==> config.mk <==
export PLATFORM = sky130hd
export DESIGN_NAME = kmp_ctrl
export DESIGN_NICKNAME = d
export VERILOG_FILES = /design/src/hdl/kmp_pkg.sv /design/src/hdl/kmp_ctrl.sv
export SDC_FILE = /design/constraint.sdc
export NUM_CORES = 1
export LEC_CHECK = 0
export BUFFER_PORTS_ARGS = -buffer_cell sky130_fd_sc_hd__buf_2
export CAP_MARGIN = 0
export CORE_AREA = 2 2 39 41
export DETAILED_ROUTE_END_ITERATION = 8
export DIE_AREA = 0 0 41 43
export PLACE_DENSITY_LB_ADDON = 0.15
export SLEW_MARGIN = 20
export SYNTH_ARGS = -nofsm -noshare
export SYNTH_HDL_FRONTEND = slang
export SYNTH_SLANG_ARGS = --single-unit
==> constraint.sdc <==
create_clock -name clk -period 1.1 [get_ports clk]
set_input_delay 0.055 -clock clk [delete_from_list [all_inputs] [get_ports clk]]
set_output_delay 0.055 -clock clk [all_outputs]
set_load 0.02 [all_outputs]
==> src/hdl/kmp_pkg.sv <==
// Shared constants, types and helper function of the keyboard macro player.
package kmp_pkg;

    // Store geometry.
    localparam int FIXED_SLOTS         = 8;
    localparam int FIXED_SLOT_BYTES    = 64;
    localparam int WRITABLE_SLOTS      = 8;
    localparam int WRITABLE_SLOT_BYTES = 32;

    localparam int FIXED_DEPTH    = FIXED_SLOTS * FIXED_SLOT_BYTES;
    localparam int WRITABLE_DEPTH = WRITABLE_SLOTS * WRITABLE_SLOT_BYTES;
    localparam int TOTAL_SLOTS    = FIXED_SLOTS + WRITABLE_SLOTS;
    localparam int BURST_KEYS     = 32;

    localparam int MAX_SLOT_BYTES = (FIXED_SLOT_BYTES > WRITABLE_SLOT_BYTES) ?
                                    FIXED_SLOT_BYTES : WRITABLE_SLOT_BYTES;

    // Derived widths.
    localparam int POS_W      = $clog2(MAX_SLOT_BYTES + 2);
    localparam int FADDR_W    = (FIXED_DEPTH > 1) ? $clog2(FIXED_DEPTH) : 1;
    localparam int WADDR_W    = (WRITABLE_DEPTH > 1) ? $clog2(WRITABLE_DEPTH) : 1;
    localparam int KEY_CNT_W  = $clog2(BURST_KEYS);
    localparam int TPS_W      = 9;
    localparam int TICK_W     = 16;

    // Fixed values.
    localparam logic [TPS_W-1:0] TPS_RESET   = 9'd75;
    localparam logic [6:0]       DELAY_MASK  = 7'h7F;
    localparam logic [7:0]       KEY_END_HI  = 8'd255;
    localparam logic [7:0]       SLOT_RESET  = 8'd255;

    // Action codes of an input item.
    localparam logic [2:0] ACT_LOAD_FIXED    = 3'd0;
    localparam logic [2:0] ACT_LOAD_WRITABLE = 3'd1;
    localparam logic [2:0] ACT_START         = 3'd2;
    localparam logic [2:0] ACT_TICK          = 3'd3;
    localparam logic [2:0] ACT_CLOSE         = 3'd4;
    localparam logic [2:0] ACT_QUERY         = 3'd5;

    // Result kinds.
    typedef enum logic [1:0] {
        KIND_KEY    = 2'd0,
        KIND_MARKER = 2'd1,
        KIND_END    = 2'd2,
        KIND_QUERY  = 2'd3
    } kind_t;

    // Input item.
    typedef struct packed {
        logic [2:0] action;
        logic [7:0] macro_index;
        logic [8:0] byte_address;
        logic [7:0] byte_value;
    } item_t;

    // Result item.
    typedef struct packed {
        logic [1:0] kind;
        logic [7:0] key_index;
        logic       present;
        logic       last;
    } result_t;

    // Commands from the controller to the datapath.
    typedef struct packed {
        logic  load_fixed;
        logic  load_writable;
        logic  start_play;
        logic  tick_inc;
        logic  resume;
        logic  query_rd;
        logic  issue;
        logic  key_done;
        logic  stop;
        logic  emit;
        kind_t emit_kind;
        logic  emit_last;
    } cmd_t;

    // Status from the datapath to the controller.
    typedef struct packed {
        logic playing;
        logic tick_ready;
        logic slot_out;
        logic pos_end;
        logic key_valid;
        logic delay_nz;
        logic burst_full;
    } status_t;

    // A key byte is a real key unless it is an end marker.
    function automatic logic valid_key(input logic [7:0] k);
        return (k != 8'd0) && (k != KEY_END_HI);
    endfunction

endpackage

==> src/hdl/kmp_ctrl.sv <==
// Controller state machine of the macro player: decodes actions and sequences playback.
module kmp_ctrl (
    input  logic             clk,
    input  logic             rst_n,
    input  logic             start,
    input  logic [2:0]       action,
    input  kmp_pkg::status_t st,
    output kmp_pkg::cmd_t    cmd,
    output logic             busy
);

    typedef enum logic [1:0] {
        S_IDLE,
        S_QUERY,
        S_ISSUE,
        S_EVAL
    } state_t;

    state_t state_reg;
    state_t state_next;
    logic   accept;

    assign accept = start && (state_reg == S_IDLE);
    assign busy   = state_reg != S_IDLE;

    // Next state and datapath commands.
    always_comb
    begin
        cmd        = '0;
        cmd.emit_kind = kmp_pkg::KIND_KEY;
        state_next = state_reg;
        unique case (state_reg)
            S_IDLE:
            begin
                if (accept)
                begin
                    unique case (action)
                        kmp_pkg::ACT_LOAD_FIXED:
                        begin
                            cmd.load_fixed = 1'b1;
                        end
                        kmp_pkg::ACT_LOAD_WRITABLE:
                        begin
                            cmd.load_writable = 1'b1;
                        end
                        kmp_pkg::ACT_START:
                        begin
                            if (!st.playing)
                            begin
                                cmd.start_play = 1'b1;
                                state_next     = S_ISSUE;
                            end
                        end
                        kmp_pkg::ACT_TICK:
                        begin
                            if (st.playing)
                            begin
                                cmd.tick_inc = 1'b1;
                                if (st.tick_ready)
                                begin
                                    cmd.resume = 1'b1;
                                    state_next = S_ISSUE;
                                end
                            end
                        end
                        kmp_pkg::ACT_CLOSE:
                        begin
                            if (st.playing)
                            begin
                                cmd.stop      = 1'b1;
                                cmd.emit      = 1'b1;
                                cmd.emit_kind = kmp_pkg::KIND_END;
                                cmd.emit_last = 1'b1;
                            end
                        end
                        kmp_pkg::ACT_QUERY:
                        begin
                            cmd.query_rd = 1'b1;
                            state_next   = S_QUERY;
                        end
                        default:
                        begin
                            state_next = S_IDLE;
                        end
                    endcase
                end
            end
            S_QUERY:
            begin
                cmd.emit      = 1'b1;
                cmd.emit_kind = kmp_pkg::KIND_QUERY;
                cmd.emit_last = 1'b1;
                state_next    = S_IDLE;
            end
            S_ISSUE:
            begin
                // A slot beyond both stores or the end of the slot finishes playback.
                if (st.slot_out || st.pos_end)
                begin
                    cmd.stop      = 1'b1;
                    cmd.emit      = 1'b1;
                    cmd.emit_kind = kmp_pkg::KIND_END;
                    cmd.emit_last = 1'b1;
                    state_next    = S_IDLE;
                end
                else
                begin
                    cmd.issue  = 1'b1;
                    state_next = S_EVAL;
                end
            end
            S_EVAL:
            begin
                if (!st.key_valid)
                begin
                    cmd.stop      = 1'b1;
                    cmd.emit      = 1'b1;
                    cmd.emit_kind = kmp_pkg::KIND_MARKER;
                    cmd.emit_last = 1'b1;
                    state_next    = S_IDLE;
                end
                else
                begin
                    // A delay or a full burst pauses until a later tick.
                    cmd.emit      = 1'b1;
                    cmd.emit_kind = kmp_pkg::KIND_KEY;
                    cmd.emit_last = st.delay_nz || st.burst_full;
                    cmd.key_done  = 1'b1;
                    state_next    = (st.delay_nz || st.burst_full) ? S_IDLE : S_ISSUE;
                end
            end
            default:
            begin
                state_next = S_IDLE;
            end
        endcase
    end

    // State register.
    always_ff @(posedge clk or negedge rst_n)
    begin
        if (!rst_n)
        begin
            state_reg <= S_IDLE;
        end
        else
        begin
            state_reg <= state_next;
        end
    end

    // An entry is evaluated only right after it was read.
    a_eval_after_issue: assert property (@(posedge clk) disable iff (!rst_n)
        (state_reg == S_EVAL) |-> ($past(state_reg) == S_ISSUE))
        else $error("evaluate without a preceding read");

    // A read is only issued inside a live slot.
    a_issue_in_slot: assert property (@(posedge clk) disable iff (!rst_n)
        cmd.issue |-> (st.playing && !st.pos_end && !st.slot_out))
        else $error("read issued outside the slot");

    // Apart from a query, the controller is busy only while a macro plays.
    a_busy_playing: assert property (@(posedge clk) disable iff (!rst_n)
        (state_reg != S_IDLE) |-> (st.playing || (state_reg == S_QUERY)))
        else $error("busy without a playing macro");

endmodule

# After elaboration in Yosys (flattened, before gate mapping)
# Cells that the tools add are included.
dict set report classes {
  eq_ne 13
  mux 31
  n_reduce_logical 8
}
# op n
set ops {}
lappend ops {{2-bit 2-to-1 mux} 10}
lappend ops {{5-bit 2-to-1 mux} 4}
lappend ops {{2-bit case mux with 4 select lines} 2}
lappend ops {{4-bit case mux with 4 select lines} 1}
lappend ops {{6-bit 2-to-1 mux} 2}
lappend ops {{1-bit 2-to-1 mux} 11}
lappend ops {{3-bit inequality test (second input constant)} 3}
lappend ops {{3-bit by 2-bit == test with 1-bit output (second input constant)} 2}
lappend ops {{3-bit == test (second input constant)} 2}
lappend ops {{5-bit AND reduction} 1}
lappend ops {{2-bit == test (second input constant)} 2}
lappend ops {{2-bit inequality test (second input constant)} 2}
lappend ops {{3-bit by 1-bit == test with 1-bit output (second input constant)} 1}
lappend ops {{3-bit logical NOT} 1}
lappend ops {{1-bit case mux with 3 select lines} 1}
lappend ops {{3-bit OR reduction} 1}
lappend ops {{2-bit by 1-bit == test with 1-bit output (second input constant)} 1}
lappend ops {{2-bit logical NOT} 1}
lappend ops {{1-bit logical OR} 2}
lappend ops {{2-bit nonzero test} 1}
lappend ops {{1-bit logical AND} 1}
dict set report word_totals {
  ff_bits 2
  in_bits 13
  output_inout_bits 14
  elab_cells 53
}

# Logic depth before layout (Yosys ltp)
dict set report depth {
  word_depth 5
  mapped_depth 4
  depth_no_buf 3
}

# Worst setup path after synthesis
# OpenSTA, ideal clock, no wires.
dict set report synth_timing {
  kind {register -> output}
  startpoint {register state_reg[1]}
  endpoint {output port cmd[10] (netlist bit)}
  t_arrival_ns 1.487
  required_time_ns 1.045
  setup_slack_ns -0.442
  path_stages_with_launch 4
  n_path_buf 0
  path_cell_list {dfrtp_1 nor2_4 nand2_1 nor4b_1}
}
# item line_no
set synth_rtl {}
lappend synth_rtl {{start, declared} kmp_ctrl.sv:19} ;# state_t state_reg;
lappend synth_rtl {{start signal, assigned} kmp_ctrl.sv:148} ;# state_reg <= state_next;
lappend synth_rtl {{end, declared} kmp_ctrl.sv:8} ;# output kmp_pkg::cmd_t cmd,

==> results_dict.tcl <==
set metrics [dict create \
    synth_seq_cells 2 \
    start_util 0.241 \
    mappedNetlistArea_um2 334 \
    worst_path_max_delay_cell "dfrtp_2" \
    finalCritPeriodShare 1.36 \
    drt_first_iter_violations 2 \
    via_count 471 \
    leakagePower_nw 0.360 \
    cts_buffer_depth 2 \
    drive_above_1_share 0.753 \
    timing.rr.start "state_reg[0]$_DFFE_PN0P_" \
    worst-setup-path-type "reg2out" \
    reg2reg_depth 4 \
    cts_root_buffer "clkbuf_4" \
    cpLargestDelayFamily "simple AND/OR/NAND/NOR gates" \
    track_usage 0.165 \
    synth_edf_count 0 \
    final_util 0.543 \
    grt_overflow 0 \
    grt_first_pass_wirelength_um 1850 \
    reg2reg_to "state_reg[1]$_DFFE_PN0P_" \
    h-tree-depth 1 \
    cap_violations 0 \
    async_reset_ff_frac 1.00 \
    slew_headroom 0.788 \
    clock-sinks 2 \
    worstPathCellList "and4bb_2 -> and3_4 -> and2_4 -> buf_6" \
    cp.required_ns 1.04 \
    syn-instance-count 42 \
    drc 0 \
    antenna_cells 0 \
    grt_pass1_vias 439 \
    worst_pin_slew_ns 0.317 \
    core_um2 1380 \
    syn_avg_cell_area_um2 7.95 \
    seq_area_frac_synth 0.150 \
    rsz0062_at_grt "yes" \
    ir_worst_vdd_mv 0.299 \
    synth-main-ff-cell "dfrtp_1" \
    place.gp.congestion 0.753 \
    slew_viol_final 0 \
    std_cell_rows 14 \
    end_kind "output port" \
    antenna_found_initial 0 \
    fillers 138 \
    worst_path_largest_cell_delay_ns 0.43 \
    largest_reg_flops 2 \
    powerDensity_nw_per_um2 735 \
    hold_viol 0 \
    avgViaCountPerCell 4.86 \
    finClkSkew_ns 0.00839 \
    synth_warnings 0 \
    hold_class "in2async" \
    cp.arrival_ns 1.44 \
    dp_slack_ns -0.138 \
    dp_hpwl_um 888 \
    rrSetupSlack_ns -0.20 \
    grt_max_degree 11 \
    p_total_w 0.000553 \
    fp.dieArea_um2 1760 \
    period_needed_ns 1.50 \
    routed_wirelength_um 1260 \
    wl_per_cell_um 13.0 \
    layout_common_cells "buf_2, buf_4, buf_6, nor4b_4, clkbuf_4" \
    portBuffers 26 \
    setup_ws_ns -0.395 \
    cts.clk_slew.worst_paths_ns 0.04 \
    cts_tree "yes" \
    fmax_mhz 669 \
    die_y_um 43 \
    violations "negative setup slack" \
    clk-insertion-delay-late_ns 0.24 \
    crit_buf_inv 1 \
    ioPinCount 27 \
    areaGrowthSynthToFinish_pct 125 \
    fp.dieW_um 41 \
    cts_buffers 3 \
    dr.pass1.iters 4 \
    crit_start "state_reg[1]$_DFFE_PN0P_" \
    outcome "complete, but fails checks" \
    final_nets 95 \
    synth_cell_types 29 \
    drtAntennaViolNets 0 \
    setup_viol 15 \
    synth_nets 55 \
    start_kind "flop" \
    path_max_fanout 4 \
]
per-layer routing:
layer / track usage / share of wire
met1: 0.174 / 0.38
met2: 0.256 / 0.54
met3: 0.0209 / 0.060
met4: 0.160 / 0.014
met5: 0 / 0
power by group:
| part | switching (W) | internal (W) |
|---|---|---|
| Combinational | 0.000138 | 0.000135 |
| Sequential | 0.00000547 | 0.0000783 |
| Clock | 0.0000607 | 0.000136 |
| Total | 0.000204 | 0.000349 |
synthesized netlist by cell type (2+ instances only):
library cell  count  area share
a21oi_1           2       0.030
and3_1            2       0.037
dfrtp_1           2        0.15
nand2_1           4       0.045
nand3_1           4       0.060
nor2_1            2       0.022
nor2b_1           2       0.037
nor4b_1           2       0.052
o21ai_0           2       0.030
cell type report:
| type | count | area [µm²] | area share |
|---|---|---|---|
| Multi-Input combinational cell | 36 | 360 | 0.479 |
| Sequential cell | 2 | 52.6 | 0.0699 |
| Timing Repair Buffer | 37 | 285 | 0.379 |
| Tap cell | 16 | 20.0 | 0.0266 |
| Clock buffer | 4 | 26.3 | 0.0349 |
| Inverter | 2 | 7.51 | 0.00998 |
cell families after synthesis:
family,synth area share
and+or+nand+nor,0.554
AOI/OAI and AO/OA,0.225
buffers and inverters,0.0711
DFF,0.150
what timing repair did:
action                                  4_1_cts  5_1_grt
hold buffers                                  1        0
endpoints found under the setup margin       16       16
pin swaps                                     5        5
hold endpoints to repair                      2        0
gates resized for setup                      10       19
buffers inserted                              3        3
through the flow:
step | TNS [ns] | hold slack [ns] | instances | cell area, µm²
global route | -4.06 | 0.159 | 97 | 752
detailed placement | -0.838 | -0.158 | 87 | 587
floorplan | -0.633 | -0.241 | 42 | 415
global placement | -0.891 | -0.153 | 87 | 587
CTS | -3.64 | 0.138 | 94 | 667
finish | -3.46 | 0.134 | 97 | 752
worst reg2reg max path: stages (launching register included):
cell	delay, ns
dfrtp_2	0.43
buf_6	0.14
nor4b_4	0.36
a21o_1	0.16
a2bb2oi_2	0.14
worst max path at each step:
stage | end | slack, ns | cells past startpoint
2_1_floorplan | cmd[10] | -0.14 | 4
3_3_place_gp | cmd[8] | -0.15 | 4
3_5_place_dp | cmd[8] | -0.14 | 4
4_1_cts | cmd[8] | -0.37 | 4
5_1_grt | cmd[8] | -0.41 | 4
6_report | cmd[8] | -0.40 | 4
Note: power is estimated with default switching activity, not from simulation.
